$ cat config.mk
export PLATFORM = sky130hd
export DESIGN_NAME = polygon_perimeter
export DESIGN_NICKNAME = d
export VERILOG_FILES = /design/src/pp_pkg.sv /design/src/polygon_perimeter.sv /design/src/pp_sqr.sv /design/src/pp_sqrt.sv
export SDC_FILE = /design/constraint.sdc
export NUM_CORES = 1
export LEC_CHECK = 0
export BUFFER_PORTS_ARGS = -buffer_cell sky130_fd_sc_hd__buf_4
export CAP_MARGIN = 10
export CORE_ASPECT_RATIO = 0.7
export CORE_MARGIN = 1
export CORE_UTILIZATION = 45
export DETAILED_ROUTE_END_ITERATION = 7
export GPL_TIMING_DRIVEN = 0
export HOLD_SLACK_MARGIN = 0.08
export MAX_ROUTING_LAYER = met4
export PLACE_DENSITY = 0.64
export REMOVE_ABC_BUFFERS = 1
export SLEW_MARGIN = 30
export SYNTH_ARGS = -nofsm -noshare
export SYNTH_HDL_FRONTEND = slang
export SYNTH_SLANG_ARGS = --single-unit
$ cat constraint.sdc
create_clock -name clk -period 4.11 [get_ports clk]
set_input_delay 0.2055 -clock clk [delete_from_list [all_inputs] [get_ports clk]]
set_output_delay 0.2055 -clock clk [all_outputs]
set_load 0.01 [all_outputs]
$ cat src/pp_pkg.sv
// Shared types and constants for the polygon perimeter block.
`default_nettype none

package pp_pkg;

  localparam int COORD_W = 16;  // vertex coordinate width
  localparam int MAG_W   = 16;  // |dx|, |dy| width
  localparam int SQ_W    = 33;  // dx*dx + dy*dy width
  localparam int RAD_W   = 50;  // radicand (sq << 16), padded to an even width
  localparam int ROOT_W  = 25;  // edge length, Q.8
  localparam int REM_W   = 27;  // root remainder
  localparam int SUM_W   = 29;  // perimeter, Q21.8
  localparam int CNT_W   = 5;   // vertex count

  localparam logic [CNT_W-1:0] CNT_MAX = 5'd31;
  localparam logic [CNT_W-1:0] CNT_MIN = 5'd3;
  localparam logic [SUM_W-1:0] SUM_MAX = 29'h1FFF_FFFF;

  typedef enum logic [1:0] {
    ST_IDLE,
    ST_SQR,
    ST_ROOT,
    ST_DONE
  } state_t;

  // |a - b| of two signed coordinates; always fits in 16 unsigned bits.
  function automatic logic [MAG_W-1:0] abs_diff(input logic [COORD_W-1:0] a,
                                                input logic [COORD_W-1:0] b);
    logic [COORD_W:0] d;
    logic [COORD_W:0] m;
    d = {a[COORD_W-1], a} - {b[COORD_W-1], b};
    m = d[COORD_W] ? (~d + 17'd1) : d;
    return m[MAG_W-1:0];
  endfunction

endpackage

`default_nettype wire

$ cat src/polygon_perimeter.sv
// Top level: Euclidean polygon perimeter, one vertex per input transfer.
//
// Input channel (in_valid/in_ready): one vertex per transfer, signed x and y,
// in_last_vertex marks the vertex that closes the polygon. Result channel
// (out_valid/out_ready): one transfer per closed polygon with the Q21.8
// perimeter (saturating), the vertex total (saturating at 31) and a flag set
// when the total is below 3 or above MAX_VERTICES.
// Each edge goes through a bit-serial squarer (|dx|^2 + |dy|^2) and a
// digit-serial square root (one root bit per cycle) before the sum update.
// The first vertex of a polygon is only stored; each further vertex adds its
// edge to the previous vertex before the next transfer is taken; the last
// vertex adds its own edge and then the closing edge to the first vertex,
// after which the result register is loaded. A lone closing vertex goes
// straight to the result register.
// One vertex is processed at a time.
// The result sits in an output register: the block goes back to taking
// vertices while it waits; it only stalls when a second result is ready
// before the first was taken.
// Reset (rst_n low, synchronous) clears the polygon state and drops
// out_valid. After each result the polygon state is cleared again.
`default_nettype none

module polygon_perimeter #(
  parameter int MAX_VERTICES = 10
) (
  input  wire logic                         clk,
  input  wire logic                         rst_n,
  input  wire logic                         in_valid,
  output logic                              in_ready,
  input  wire logic [pp_pkg::COORD_W-1:0]   in_x,
  input  wire logic [pp_pkg::COORD_W-1:0]   in_y,
  input  wire logic                         in_last_vertex,
  output logic                              out_valid,
  input  wire logic                         out_ready,
  output logic [pp_pkg::SUM_W-1:0]          out_perimeter,
  output logic [pp_pkg::CNT_W-1:0]          out_vertex_total,
  output logic                              out_count_error
);

  localparam logic [pp_pkg::CNT_W-1:0] MAX_CNT = pp_pkg::CNT_W'(MAX_VERTICES);

  pp_pkg::state_t state_r, state_nxt;

  // Polygon state
  logic [pp_pkg::COORD_W-1:0] first_x_r, first_y_r;
  logic [pp_pkg::COORD_W-1:0] prev_x_r, prev_y_r;
  logic [pp_pkg::COORD_W-1:0] cur_x_r, cur_y_r;
  logic [pp_pkg::CNT_W-1:0]   seen_r;
  logic [pp_pkg::SUM_W-1:0]   sum_r;
  logic                       last_r;
  logic                       close_r;

  // Output register
  logic                       out_valid_r;
  logic [pp_pkg::SUM_W-1:0]   out_perim_r;
  logic [pp_pkg::CNT_W-1:0]   out_total_r;
  logic                       out_err_r;

  // Control strobes
  logic accept, sq_start, rt_start, sum_add, close_go, out_load;
  logic [pp_pkg::MAG_W-1:0] sq_ux, sq_uy;

  // Serial units
  logic                      sq_done, rt_done;
  logic [pp_pkg::SQ_W-1:0]   sq_val;
  logic [pp_pkg::ROOT_W-1:0] root_val;
  logic [pp_pkg::SUM_W:0]    sum_wide;
  logic [pp_pkg::SUM_W-1:0]  sum_sat;

  pp_sqr u_sqr (
    .clk   (clk),
    .rst_n (rst_n),
    .start (sq_start),
    .ux    (sq_ux),
    .uy    (sq_uy),
    .done  (sq_done),
    .sq    (sq_val)
  );

  pp_sqrt u_sqrt (
    .clk   (clk),
    .rst_n (rst_n),
    .start (rt_start),
    .sq    (sq_val),
    .done  (rt_done),
    .root  (root_val)
  );

  assign sum_wide = {1'b0, sum_r} + {{(pp_pkg::SUM_W+1-pp_pkg::ROOT_W){1'b0}}, root_val};
  assign sum_sat  = sum_wide[pp_pkg::SUM_W] ? pp_pkg::SUM_MAX : sum_wide[pp_pkg::SUM_W-1:0];

  // Next state and strobes
  always_comb begin
    state_nxt = state_r;
    accept    = 1'b0;
    sq_start  = 1'b0;
    rt_start  = 1'b0;
    sum_add   = 1'b0;
    close_go  = 1'b0;
    out_load  = 1'b0;
    // edge from new vertex to previous one, or closing edge to the first
    sq_ux     = close_r ? pp_pkg::abs_diff(cur_x_r, first_x_r)
                        : pp_pkg::abs_diff(in_x, prev_x_r);
    sq_uy     = close_r ? pp_pkg::abs_diff(cur_y_r, first_y_r)
                        : pp_pkg::abs_diff(in_y, prev_y_r);
    case (state_r)
      pp_pkg::ST_IDLE: begin
        if (in_valid) begin
          accept = 1'b1;
          if (seen_r != '0) begin
            sq_start  = 1'b1;
            state_nxt = pp_pkg::ST_SQR;
          end else if (in_last_vertex) begin
            // single-vertex polygon: closing edge has zero length
            state_nxt = pp_pkg::ST_DONE;
          end
        end
      end
      pp_pkg::ST_SQR: begin
        if (sq_done) begin
          rt_start  = 1'b1;
          state_nxt = pp_pkg::ST_ROOT;
        end
      end
      pp_pkg::ST_ROOT: begin
        if (rt_done) begin
          sum_add = 1'b1;
          if (close_r) begin
            close_go  = 1'b1;
            sq_start  = 1'b1;
            state_nxt = pp_pkg::ST_SQR;
          end else if (last_r) begin
            state_nxt = pp_pkg::ST_DONE;
          end else begin
            state_nxt = pp_pkg::ST_IDLE;
          end
        end
      end
      pp_pkg::ST_DONE: begin
        if (!out_valid_r || out_ready) begin
          out_load  = 1'b1;
          state_nxt = pp_pkg::ST_IDLE;
        end
      end
      default: state_nxt = pp_pkg::ST_IDLE;
    endcase
  end

  always_ff @(posedge clk) begin
    if (!rst_n) begin
      state_r <= pp_pkg::ST_IDLE;
    end else begin
      state_r <= state_nxt;
    end
  end

  // Polygon state; cleared at reset and after each result
  always_ff @(posedge clk) begin
    if (!rst_n || out_load) begin
      first_x_r <= '0;
      first_y_r <= '0;
      prev_x_r  <= '0;
      prev_y_r  <= '0;
      seen_r    <= '0;
      sum_r     <= '0;
      last_r    <= 1'b0;
      close_r   <= 1'b0;
    end else begin
      if (accept) begin
        if (seen_r == '0) begin
          first_x_r <= in_x;
          first_y_r <= in_y;
        end
        prev_x_r <= in_x;
        prev_y_r <= in_y;
        if (seen_r != pp_pkg::CNT_MAX) seen_r <= seen_r + 5'd1;
        last_r  <= in_last_vertex;
        // closing edge pending only when an own edge goes first
        close_r <= in_last_vertex && (seen_r != '0);
      end
      if (sum_add) sum_r <= sum_sat;
      if (close_go) close_r <= 1'b0;
    end
  end

  always_ff @(posedge clk) begin
    if (accept) begin
      cur_x_r <= in_x;
      cur_y_r <= in_y;
    end
  end

  // Result register
  always_ff @(posedge clk) begin
    if (!rst_n) begin
      out_valid_r <= 1'b0;
    end else if (out_load) begin
      out_valid_r <= 1'b1;
    end else if (out_ready) begin
      out_valid_r <= 1'b0;
    end
  end

  always_ff @(posedge clk) begin
    if (out_load) begin
      out_perim_r <= sum_r;
      out_total_r <= seen_r;
      out_err_r   <= (seen_r < pp_pkg::CNT_MIN) || (seen_r > MAX_CNT);
    end
  end

  assign in_ready         = (state_r == pp_pkg::ST_IDLE);
  assign out_valid        = out_valid_r;
  assign out_perimeter    = out_perim_r;
  assign out_vertex_total = out_total_r;
  assign out_count_error  = out_err_r;

endmodule

`default_nettype wire

$ cat src/pp_sqr.sv
// Bit-serial sum of squares: ux*ux + uy*uy, one multiplier bit per cycle.
`default_nettype none

module pp_sqr (
  input  wire logic                      clk,
  input  wire logic                      rst_n,
  input  wire logic                      start,
  input  wire logic [pp_pkg::MAG_W-1:0]  ux,
  input  wire logic [pp_pkg::MAG_W-1:0]  uy,
  output logic                           done,
  output logic [pp_pkg::SQ_W-1:0]        sq
);

  logic                       busy_r;
  logic                       done_r;
  logic [3:0]                 cnt_r;
  logic [pp_pkg::MAG_W-1:0]   ax_r;
  logic [pp_pkg::MAG_W-1:0]   ay_r;
  logic [pp_pkg::SQ_W-1:0]    bx_r;
  logic [pp_pkg::SQ_W-1:0]    by_r;
  logic [pp_pkg::SQ_W-1:0]    acc_r;
  logic [pp_pkg::SQ_W-1:0]    acc_nxt;

  assign acc_nxt = acc_r + (ax_r[0] ? bx_r : '0) + (ay_r[0] ? by_r : '0);

  always_ff @(posedge clk) begin
    if (!rst_n) begin
      busy_r <= 1'b0;
      done_r <= 1'b0;
      cnt_r  <= '0;
    end else begin
      done_r <= busy_r && (cnt_r == 4'd15);
      if (start) begin
        busy_r <= 1'b1;
        cnt_r  <= '0;
      end else if (busy_r) begin
        cnt_r <= cnt_r + 4'd1;
        if (cnt_r == 4'd15) busy_r <= 1'b0;
      end
    end
  end

  always_ff @(posedge clk) begin
    if (start) begin
      ax_r  <= ux;
      ay_r  <= uy;
      bx_r  <= {{(pp_pkg::SQ_W-pp_pkg::MAG_W){1'b0}}, ux};
      by_r  <= {{(pp_pkg::SQ_W-pp_pkg::MAG_W){1'b0}}, uy};
      acc_r <= '0;
    end else if (busy_r) begin
      acc_r <= acc_nxt;
      ax_r  <= ax_r >> 1;
      ay_r  <= ay_r >> 1;
      bx_r  <= bx_r << 1;
      by_r  <= by_r << 1;
    end
  end

  assign done = done_r;
  assign sq   = acc_r;

endmodule

`default_nettype wire

$ cat src/pp_sqrt.sv
// Digit-by-digit floor square root of (sq << 16), one root bit per cycle.
`default_nettype none

module pp_sqrt (
  input  wire logic                      clk,
  input  wire logic                      rst_n,
  input  wire logic                      start,
  input  wire logic [pp_pkg::SQ_W-1:0]   sq,
  output logic                           done,
  output logic [pp_pkg::ROOT_W-1:0]      root
);

  logic                        busy_r;
  logic                        done_r;
  logic [4:0]                  cnt_r;
  logic [pp_pkg::RAD_W-1:0]    rad_r;
  logic [pp_pkg::REM_W-1:0]    rem_r;
  logic [pp_pkg::ROOT_W-1:0]   q_r;
  logic [pp_pkg::REM_W+1:0]    rem_sh;
  logic [pp_pkg::REM_W+1:0]    trial;
  logic [pp_pkg::REM_W+1:0]    diff;
  logic                        ge;

  assign rem_sh = {rem_r, rad_r[pp_pkg::RAD_W-1 -: 2]};
  assign trial  = {2'b00, q_r, 2'b01};
  assign ge     = rem_sh >= trial;
  assign diff   = ge ? (rem_sh - trial) : rem_sh;

  always_ff @(posedge clk) begin
    if (!rst_n) begin
      busy_r <= 1'b0;
      done_r <= 1'b0;
      cnt_r  <= '0;
    end else begin
      done_r <= busy_r && (cnt_r == 5'd24);
      if (start) begin
        busy_r <= 1'b1;
        cnt_r  <= '0;
      end else if (busy_r) begin
        cnt_r <= cnt_r + 5'd1;
        if (cnt_r == 5'd24) busy_r <= 1'b0;
      end
    end
  end

  always_ff @(posedge clk) begin
    if (start) begin
      rad_r <= {1'b0, sq, 16'h0000};
      rem_r <= '0;
      q_r   <= '0;
    end else if (busy_r) begin
      rad_r <= rad_r << 2;
      rem_r <= diff[pp_pkg::REM_W-1:0];
      q_r   <= {q_r[pp_pkg::ROOT_W-2:0], ge};
    end
  end

  assign done = done_r;
  assign root = q_r;

endmodule

`default_nettype wire
==> run_results.csv, run 1 <==
group,metric,value,unit
sta,fin_crit_sh,96.3,%
drt,drcViolationCount,0,
floorplanning,chipWidth,284,µm
placement,dpl_cell_area,26700,µm²
yosys,yosysTopAreaCell,"edfxtp_1",
finish,fin_area,28700,µm²
drt,wire_per_inst,16.4,µm
placement,hpwl,44600,µm
critical_path,rr_startpoint,"u_sqr.ax_r[0]$_DFFE_PP_",
yosys,syn_inst,2875,
drt,viasPerCell,5.62,
pwr,pwr-share-clk,23.5,%
hold_path,hold_class,"in -> reg",
drt,num_vias,20800,
sta,final-setup-viol-count,0,
yosys,syn_area,25100,µm²
sta,relSlewSlack,47.0,%
pwr,seq_power_share,32.9,%
clock_tree,clk_latency,0.58,ns
sta,maxSlewViolCount,0,
drt,ant_nets,0,
clock_tree,cts_sinks,400,
floorplanning,initial_core_util,46.1,%
finish,postLayoutCoreUtil,52.9,%
yosys,synth_edf_count,164,
floorplanning,die_area,56700,µm²
global_route,grt_overflow,0,
outcome,outcome,"finished clean",
critical_path,startpoint,"in_y[0]",
clock_tree,clockBufferDepth,3,
critical_path,arrival,4.39,ns
pwr,peakVddDrop,333,µV
floorplanning,rows,71,
global_route,grt_pass1_vias,19200,
finish,drive_above_1_share,8.87,%
finish,nets,3175,
yosys,postSynth.asyncResetShare,0,%
sta,rsz0062_at_grt,"yes",
yosys,ys_types,89,
floorplanning,coreArea,54400,µm²
global_route,antenna_found_initial,0,
yosys,synthTopCellsByArea,"edfxtp_1 (20%), dfxtp_1 (19%), ha_1 (7.9%)",
global_route,grt_max_degree,67,
drt,drt-pass1-iter-count,5,
finish,num_antenna_cells,0,
pwr,combPwrFrac,43.6,%
sta,worstMarginPinSlew,0.793,ns
placement,numPortBuffers,73,
yosys,yosys_most_used_dff,"dfxtp_1",
yosys,syn_area_per_cell,8.72,µm²
clock_tree,path_clk_slew,0.06,ns
yosys,seq_area_frac_synth,38.5,%
drt,wl,60700,µm
floorplanning,dieHeight,199,µm
finish,syn2layout_area_growth,14.7,%
finish,seq_area,9660,µm²
pwr,internal_power,10100,µW
clock_tree,cts_max_level,2,
clock_tree,tritoncts,"yes",
drt,first_iter_violations,1538,
hold_path,min-delay-start,"in_valid",
placement,dpl.cell_count,3580,
sta,skew,0.0331,ns
floorplanning,ios,74,
pwr,switching_share,38.6,%
pwr,pwr_density_cell,569,nW/µm²
clock_tree,cts_buffers,43,
placement,place_congestion,0.905,
sta,finalHoldViolCount,0,
critical_path,cp-end-kind,"flop",
critical_path,startpoint_type,"input pin",
sta,fmax,253,MHz
yosys,synth_top_area_share,19.7,%
pwr,power.switching,6320,µW
finish,multiInputGateArea,14300,µm²
global_route,grt.total_usage,21.6,%
clock_tree,root_buffer,"clkbuf_16",
finish,num-fill-cells,5001,
pwr,power_leakage,0.0116,µW
job,drv_cap,0,
yosys,yosysWarnings,0,
sta,fin_crit,3.96,ns
critical_path,crit_fanout,4,
critical_path,critPathKind,"in -> reg",
yosys,synth-seq-cells,400,
finish,stdcell_count,3707,
critical_path,crit_required,4.54,ns
global_route,grt_pass1_wl,98300,µm
-- cells in the final DEF (no fill, tap or decap), drive strengths merged, types with 35 or more instances in the layout --
cell type    count
clkbuf          58
nand3           55
xnor2           91
inv            248
a31oi           35
xor2            68
buf            108
o21ai          186
mux2i           84
dfxtp          236
edfxtp         164
nor3            40
ha             158
nor2           229
a21o            88
fa              38
dlygate4sd3     35
nand2          387
a21oi          213
a211oi          46
-- state kept, by name, indices dropped and copies added (netlist names), 4 cells and up --
register and count:
cur_y_r 16, out_vertex_total 5, u_sqr.ax_r 16, out_perimeter 29, u_sqrt.root 25, u_sqrt.rem_r 27
u_sqr.cnt_r 4, prev_x_r 16, first_x_r 16, u_sqrt.cnt_r 5, first_y_r 16, sum_r 29
seen_r 5, prev_y_r 16, u_sqr.by_r 33, u_sqr.bx_r 33, u_sqr.ay_r 16, cur_x_r 16
u_sqr.sq 33, u_sqrt.rad_r 34
-- per-stage QoR --
step	worst slack, ns	hold WS, ns	total power, µW	TNS [ns]
floorplan	-1.43	0.304	10500	-142.12
global placement	-4.62	0.414	11900	-843.36
detailed placement	-0.300	0.415	12300	-1.26
CTS	-0.0472	0.148	16300	-0.0732
global route	-0.0816	0.208	17500	-0.0964
finish	0.151	0.177	16400	0
-- Yosys cell counts (all sizes together), types with 7 or more instances --
cell	count
nand2	387
inv	245
dfxtp	236
nor2	229
a21oi	213
o21ai	186
edfxtp	164
ha	158
clkbuf	94
xnor2	91
a21o	88
mux2i	84
xor2	68
nand3	55
a211oi	46
nor3	40
fa	38
a31oi	35
nand2b	32
nand4	29
buf	27
o21a	27
o31ai	23
and3	22
nor2b	22
o211ai	19
or3	16
and2	15
o2111ai	15
or2	13
o22ai	10
a2111oi	9
a21boi	9
o21bai	9
o311ai	9
o41ai	9
o221a	8
a211o	7
nor4	7
-- power by group through the flow --
stage / clock [µW] / sequential (µW) / combinational, µW
2_1_floorplan: 0 / 5440 / 5030
3_3_place_gp: 0 / 5590 / 6320
3_5_place_dp: 0 / 5470 / 6790
4_1_cts: 3960 / 5380 / 6920
5_1_grt: 4110 / 5470 / 7930
6_report: 3850 / 5380 / 7130
-- cell families after synthesis --
family                     synth area share, %
muxes                                     3.53
xor gates and xnor gates                  5.59
buffers and inverters                     5.55
AOI/OAI and AO/OA                         20.0
adders and majority gates                 10.9
and+or+nand+nor                           15.9
DFF                                       38.5
-- area by class of cell --
cell class | count | area share (%)
Clock inverter | 22 | 0.635
Tap cell | 730 | 3.18
Sequential cell | 400 | 33.6
Timing Repair Buffer | 143 | 5.39
Multi-Input combinational cell | 2108 | 49.8
Inverter | 246 | 3.24
Clock buffer | 58 | 4.15
-- metal layers --
metal | vias to the layer above | part of all wire [%] | global-route usage (%)
li1 | 10300 | - | -
met1 | 9983 | 51 | 31.7
met2 | 482 | 42 | 31.4
met3 | 80 | 5.0 | 2.92
met4 | 0 | 1.7 | 4.84
met5 | - | 0 | -
-- what timing repair did --
action,4_1_cts,5_1_grt
hold endpoints to repair,114,0
pin swaps,3,10
hold buffers,35,0
gates resized for setup,7,34
buffers inserted,5,7
setup endpoints to repair,13,50
-- worst paths after layout --
check,slack (ns),end,cells after the start
setup / recovery,0.15,u_sqr.by_r[14]$_DFFE_PP_,17
setup reg to reg,0.18,u_sqr.sq[32]$_SDFFE_PP0P_,16
hold reg to reg,0.45,first_x_r[15]$_SDFFE_PP0P_,2
hold / removal,0.18,prev_x_r[0]$_SDFFE_PP0P_,4
-- worst max-delay path: stages --
cell and delay (ns):
dlygate4sd3_1 0.53, buf_4 0.15, inv_1 0.05, ha_1 0.18, inv_1 0.06, fa_1 0.44, a211oi_4 0.30, nor2_1 0.10
xor2_1 0.20, a211oi_1 0.41, nand4_1 0.14, buf_4 0.20, or3_1 0.36, o31a_2 0.30, xnor2_1 0.16, a2111oi_4 0.47
a21o_1 0.13
No activity file was read; power rests on OpenSTA's default activity.
==> run 2: changes to the inputs <==
--- a/config.mk
+++ b/config.mk
@@ -16,6 +16,7 @@
 export MAX_ROUTING_LAYER = met4
 export PLACE_DENSITY = 0.64
 export REMOVE_ABC_BUFFERS = 1
+export SETUP_SLACK_MARGIN = 0.4
 export SLEW_MARGIN = 30
 export SYNTH_ARGS = -nofsm -noshare
 export SYNTH_HDL_FRONTEND = slang
==> run 2 against run 1 <==
Effect of this change:
- cell count is 0.76% higher
- sequential power barely moved
- count of clock-buffer cells in the layout is the same
- final area increased by 2.1%
- combinational power rose by 7.4%
- largest cell class unchanged
- utilization is 1.1 points higher
- via count increased by 0.80%
- setup slack better by 0.22 ns
==> run_results.csv, run 2 (synthesis gave the netlist of run 1 again) <==
group,metric,value,unit
clock_tree,cts_buffers,43,
floorplanning,chipWidth,284,µm
critical_path,slowest_stage,"fa_2",
sta,fmax,267,MHz
clock_tree,clk_latency,0.58,ns
drt,wire_per_inst,16.5,µm
critical_path,crit_fanout,3,
drt,drcViolationCount,0,
critical_path,cp-end-kind,"flop",
sta,fin_crit_sh,91.0,%
pwr,power.switching,6560,µW
drt,num_vias,21000,
pwr,internal_power,10400,µW
hold_path,hold_class,"in -> reg",
finish,nets,3203,
critical_path,max_stage_delay,0.43,ns
sta,maxSlewViolCount,0,
global_route,grt_pass1_wl,99400,µm
critical_path,crit_required,4.55,ns
sta,fin_crit,3.74,ns
sta,fin_ws,0.370,ns
pwr,seq_power_share,31.9,%
critical_path,arrival,4.18,ns
critical_path,crit_top_cell,"buf_4",
global_route,grt.total_usage,21.8,%
global_route,antenna_found_initial,1,
global_route,grt_max_degree,67,
floorplanning,dieHeight,199,µm
sta,finalHoldViolCount,0,
placement,pre_cts_ws,-0.300,ns
drt,ant_nets,0,
pwr,pwr-share-clk,22.8,%
pwr,peakVddDrop,335,µV
placement,place_congestion,0.905,
outcome,outcome,"finished clean",
placement,dpl_cell_area,26700,µm²
global_route,grt_overflow,0,
clock_tree,root_buffer,"clkbuf_16",
clock_tree,tritoncts,"yes",
sta,rsz0062_at_grt,"yes",
pwr,combPwrFrac,45.3,%
critical_path,critPathKind,"reg -> reg",
clock_tree,cts_max_level,2,
finish,largest_reg_flops,34,
sta,relSlewSlack,41.0,%
placement,hpwl,44600,µm
floorplanning,ios,74,
sta,skew,0.0281,ns
finish,num-fill-cells,4942,
floorplanning,rows,71,
sta,final-setup-viol-count,0,
global_route,grt_pass1_vias,19400,
finish,final_common_cell,"nand2_1",
pwr,pwr_density_cell,576,nW/µm²
finish,final_cell_mix,"nand2_1 (380), inv_1 (241), dfxtp_1 (232)",
job,drv_cap,0,
finish,stdcell_count,3735,
finish,num_antenna_cells,0,
drt,first_iter_violations,1664,
drt,wl,61700,µm
clock_tree,path_clk_slew,0.06,ns
finish,drive_above_1_share,11.5,%
finish,postLayoutCoreUtil,54.0,%
drt,viasPerCell,5.62,
floorplanning,initial_core_util,46.1,%
clock_tree,clockBufferDepth,3,
placement,numPortBuffers,73,
clock_tree,cts_sinks,400,
sta,worstMarginPinSlew,0.883,ns
finish,syn2layout_area_growth,17.2,%
drt,drt-pass1-iter-count,5,
placement,dpl.cell_count,3580,
finish,fin_area,29400,µm²
pwr,switching_share,38.8,%
floorplanning,coreArea,54400,µm²
sta,fin_tns_setup,0,ns
pwr,power_leakage,0.0118,µW
critical_path,cp_cell_sequence,"ha_4 > inv_2 > fa_2 > a211oi_4 > buf_4 > o21bai_1 > a21oi_2 > xor2_2 > nand4_1 > buf_4 > or3_1 > o31a_2 > xnor2_2 > a2111oi_2 > buf_4 > a21o_1",
finish,regMostFlops,"u_sqrt.rad_r",
critical_path,startpoint_type,"flop",
floorplanning,die_area,56700,µm²
run 2: cell types whose count changed in the layout (fill, tap and decap cells not counted), moves of 4 or more:
| cell | before | now |
|---|---|---|
| a21oi_1 | 212 | 205 |
| a21oi_2 | 0 | 6 |
| buf_12 | 5 | 9 |
| buf_4 | 84 | 110 |
| ha_1 | 156 | 146 |
| ha_2 | 2 | 7 |
| ha_4 | 0 | 5 |
| nand2_1 | 384 | 380 |
| o21ai_0 | 174 | 165 |
| o21ai_1 | 4 | 9 |
| xnor2_1 | 89 | 85 |
| xnor2_2 | 2 | 6 |
run 2: path summary, 6_finish.rpt:
check	start	to	slack, ns	cells past startpoint
worst max-delay path	prev_y_r[0]$_SDFFE_PP0P_	u_sqr.by_r[14]$_DFFE_PP_	0.37	16
worst min-delay path	in_valid	prev_x_r[0]$_SDFFE_PP0P_	0.18	4
worst max register to register	prev_y_r[0]$_SDFFE_PP0P_	u_sqr.by_r[14]$_DFFE_PP_	0.37	16
worst min register to register	first_x_r[15]$_SDFFE_PP0P_	first_x_r[15]$_SDFFE_PP0P_	0.45	2
run 2: repair_timing:
| item | CTS | global route |
|---|---|---|
| pin swaps | 22 | 34 |
| endpoints found under the hold margin | 114 | 0 |
| hold buffers | 35 | 0 |
| resized for setup | 59 | 68 |
| setup buffers | 24 | 16 |
| cloned | 0 | 0 |
| setup endpoints to repair | 58 | 86 |
run 2: area by class of cell:
| type | count | area, µm² | area share (%) |
|---|---|---|---|
| inverter | 246 | 931 | 3.17 |
| clock inverter | 22 | 183 | 0.622 |
| timing repair buffer | 171 | 1790 | 6.10 |
| sequential | 400 | 9660 | 32.9 |
| tap | 730 | 913 | 3.11 |
| multi-input combinational | 2108 | 14700 | 50.0 |
| clock buffer | 58 | 1190 | 4.07 |
run 2: per-stage QoR:
stage | hold WS (ns) | power (µW)
floorplan | 0.304 | 10500
global placement | 0.414 | 11900
detailed placement | 0.415 | 12300
CTS | 0.148 | 16600
global route | 0.208 | 18000
finish | 0.182 | 16900
run 2: layer usage:
layer  up-vias  global-route usage [%]  wire (µm)
met4         0                    4.96       1070
met1     10100                    31.8      31300
met2       496                    31.9      26000
li1      10400                       -          -
met3        87                    3.07       3260
met5         -                       -          0
run 2: critical path, delay by kind of cell (launching register included):
| family | cells | cell delay (ns) |
|---|---|---|
| AOI/OAI and AO/OA | 6 | 1.33 |
| buffers and inverters | 4 | 0.58 |
| and+or+nand+nor | 2 | 0.42 |
| xor gates and xnor gates | 2 | 0.36 |
| adders and majority gates | 2 | 0.57 |
| DFF | 1 | 0.35 |
run 2: power by group through the flow:
stage / registers (µW) / logic, µW / clock network (µW)
finish: 5390 / 7660 / 3850
global route: 5470 / 8450 / 4110
CTS: 5380 / 7210 / 3960
detailed placement: 5470 / 6790 / 0
global placement: 5590 / 6320 / 0
floorplan: 5440 / 5030 / 0
==> run 3: changes to the inputs <==
--- a/config.mk
+++ b/config.mk
@@ -5,6 +5,7 @@
 export SDC_FILE = /design/constraint.sdc
 export NUM_CORES = 1
 export LEC_CHECK = 0
+export ABC_AREA = 1
 export BUFFER_PORTS_ARGS = -buffer_cell sky130_fd_sc_hd__buf_4
 export CAP_MARGIN = 10
 export CORE_ASPECT_RATIO = 0.7
==> run 3 against run 2 <==
Effect of this change:
- clock skew shrank 0.012 ns
- critical path depth shrank 2
- maximum frequency grew 6.9%
- sequential share of layout area fell by 0.53 points
- power increased by 32%
- sequential power increased by 8.2%
- non-clock buffer count is 35 lower
- register-to-register slack improved by 0.24 ns
- die area increased by 4.8%
- utilization is 1.9 points lower
- worst hold slack better by 0.16 ns
==> run_results.csv, run 3 <==
group,metric,value,unit
outcome,outcome,"finished clean",
clock_tree,clockBufferDepth,3,
finish,fin_area,29800,µm²
critical_path,startpoint_type,"flop",
floorplanning,ios,74,
finish,largest_reg_flops,34,
yosys,ys_types,57,
global_route,antenna_found_initial,0,
sta,fin_crit,3.50,ns
global_route,grt.total_usage,22.5,%
sta,final-setup-viol-count,0,
critical_path,cp_cell_sequence,"buf_4 > buf_6 > nand2_1 > fa_1 > inv_1 > ha_1 > nand2_1 > nor4_1 > nand3_1 > nand3_1 > a21oi_1 > xnor2_1 > o21ai_0 > inv_1",
floorplanning,coreArea,57300,µm²
finish,num_antenna_cells,0,
yosys,postSynth.asyncResetShare,0,%
critical_path,critPathKind,"reg -> reg",
drt,viasPerCell,5.13,
drt,first_iter_violations,1883,
critical_path,arrival,3.98,ns
pwr,power_leakage,0.0142,µW
finish,stdcell_count,4507,
drt,wl,63800,µm
drt,ant_nets,0,
placement,dpl.cell_count,4387,
sta,fin_crit_sh,85.1,%
global_route,grt_pass1_vias,21700,
placement,numPortBuffers,73,
job,drv_cap,0,
drt,drcViolationCount,0,
yosys,syn_area,26300,µm²
finish,num-fill-cells,5549,
yosys,syn_inst,3645,
clock_tree,cts_max_level,2,
clock_tree,cts_buffers,43,
placement,dpl_cell_area,27900,µm²
drt,wire_per_inst,14.1,µm
critical_path,slowest_stage,"nor4_1",
floorplanning,dieHeight,204,µm
sta,skew,0.0163,ns
sta,fmax,286,MHz
global_route,grt_overflow,0,
critical_path,crit_required,4.59,ns
finish,seq_area,9650,µm²
finish,multiInputGateArea,14100,µm²
yosys,synth_most_common_cell,"nand2_1",
sta,rsz0062_at_grt,"no",
sta,worstMarginPinSlew,0.788,ns
floorplanning,rows,73,
critical_path,cp-end-kind,"flop",
yosys,yosysWarnings,0,
yosys,synth_top_area_share,18.7,%
finish,syn2layout_area_growth,13.5,%
floorplanning,die_area,59400,µm²
floorplanning,initial_core_util,45.9,%
critical_path,crit_fanout,16,
drt,num_vias,23100,
yosys,yosysTopAreaCell,"edfxtp_1",
finish,nets,3955,
finish,drive_above_1_share,6.92,%
clock_tree,path_clk_slew,0.07,ns
yosys,syn_area_per_cell,7.21,µm²
placement,hpwl,47700,µm
critical_path,crit_buf_inv,4,
pwr,pwr_density_cell,747,nW/µm²
sta,finalHoldViolCount,0,
finish,final_common_cell,"nand2_1",
sta,maxSlewViolCount,0,
clock_tree,tritoncts,"yes",
yosys,synth_edf_count,164,
clock_tree,cts_sinks,400,
clock_tree,clk_latency,0.59,ns
yosys,seq_area_frac_synth,36.7,%
sta,fin_tns_setup,0,ns
global_route,grt_max_degree,66,
yosys,yosys-top-cells-count,"nand2_1 (1010), inv_1 (555), a21oi_1 (307)",
yosys,synth-seq-cells,400,
finish,postLayoutCoreUtil,52.1,%
critical_path,r2r_slack,0.61,ns
critical_path,max_stage_delay,0.58,ns
critical_path,cpLargestDelayFamily,"simple AND/OR/NAND/NOR gates",
yosys,synthTopCellsByArea,"edfxtp_1 (19%), dfxtp_1 (18%), nand2_1 (14%)",
drt,drt-pass1-iter-count,5,
placement,place_congestion,0.890,
finish,final_cell_mix,"nand2_1 (1007), inv_1 (552), a21oi_1 (306)",
hold_path,hold_class,"in -> reg",
finish,regMostFlops,"u_sqrt.rad_r",
floorplanning,chipWidth,291,µm
global_route,grt_pass1_wl,109000,µm
clock_tree,root_buffer,"clkbuf_16",
pwr,finalPower,22300,µW
sta,relSlewSlack,47.5,%
pwr,peakVddDrop,391,µV
yosys,yosys_most_used_dff,"dfxtp_1",
==> run 3: routing by layer <==
layer / share of wire [%] / up-vias / wire [µm] / GRT usage (%)
li1: - / 12000 / - / -
met1: 54 / 10500 / 34600 / 34.3
met2: 39 / 509 / 24800 / 31.3
met3: 5.3 / 66 / 3370 / 2.87
met4: 1.6 / 0 / 995 / 4.88
met5: 0 / - / 0 / -
==> run 3: area by class of cell <==
cell class                 count  share of cell area [%]
multi-input combinational   2578                    47.4
sequential                   400                    32.4
inverter                     563                    7.11
timing repair buffer         136                    4.85
clock buffer                  63                    4.52
tap                          750                    3.15
clock inverter                17                   0.650
==> run 3: kinds of logic after synthesis <==
logic type,synth area share [%]
buf+inv,9.82
xor+xnor,2.80
flops,36.7
fa+ha+maj,10.4
simple gates,25.3
compound gates,15.0
==> run 3: repair_timing <==
action                                  CTS  global route
pin swaps                                 0             1
endpoints found under the setup margin    2            12
setup buffers                             1             3
endpoints found under the hold margin   110             0
hold buffers                             36             0
gates resized for setup                   0             1
==> run 3: worst register-to-register path, delay by kind of cell (launching register included) <==
family | cells | cell delay [ns]
AND/OR/NAND/NOR | 5 | 1.23
adder cells (fa/ha/maj) | 2 | 0.83
buffers and inverters | 4 | 0.48
flip-flops | 1 | 0.43
AO/OA/AOI/OAI | 2 | 0.28
XOR/XNOR | 1 | 0.15
==> run 3: final timing paths <==
kind | depth (start not counted) | to | from
hold / removal | 2 | cur_x_r[0]$_DFFE_PP_ | in_x[0]
hold reg to reg | 2 | u_sqrt.rad_r[49]$_SDFFE_PP0P_ | u_sqrt.rad_r[47]$_DFFE_PP_
setup reg to reg | 14 | u_sqr.sq[26]$_SDFFE_PP0P_ | u_sqr.ax_r[0]$_DFFE_PP_
setup / recovery | 14 | u_sqr.sq[26]$_SDFFE_PP0P_ | u_sqr.ax_r[0]$_DFFE_PP_
==> run 3: stage by stage <==
stage / hold slack (ns) / setup slack [ns]
6_report: 0.346 / 0.610
3_3_place_gp: 0.394 / -11.25
5_1_grt: 0.343 / 0.388
4_1_cts: 0.322 / 0.444
3_5_place_dp: 0.395 / 0.304
2_1_floorplan: 0.303 / -4.95
==> run 3: where the power goes <==
| group | internal, µW | switching (µW) |
|---|---|---|
| Clock | 2480 | 1720 |
| Sequential | 5360 | 471 |
| Combinational | 4260 | 8000 |
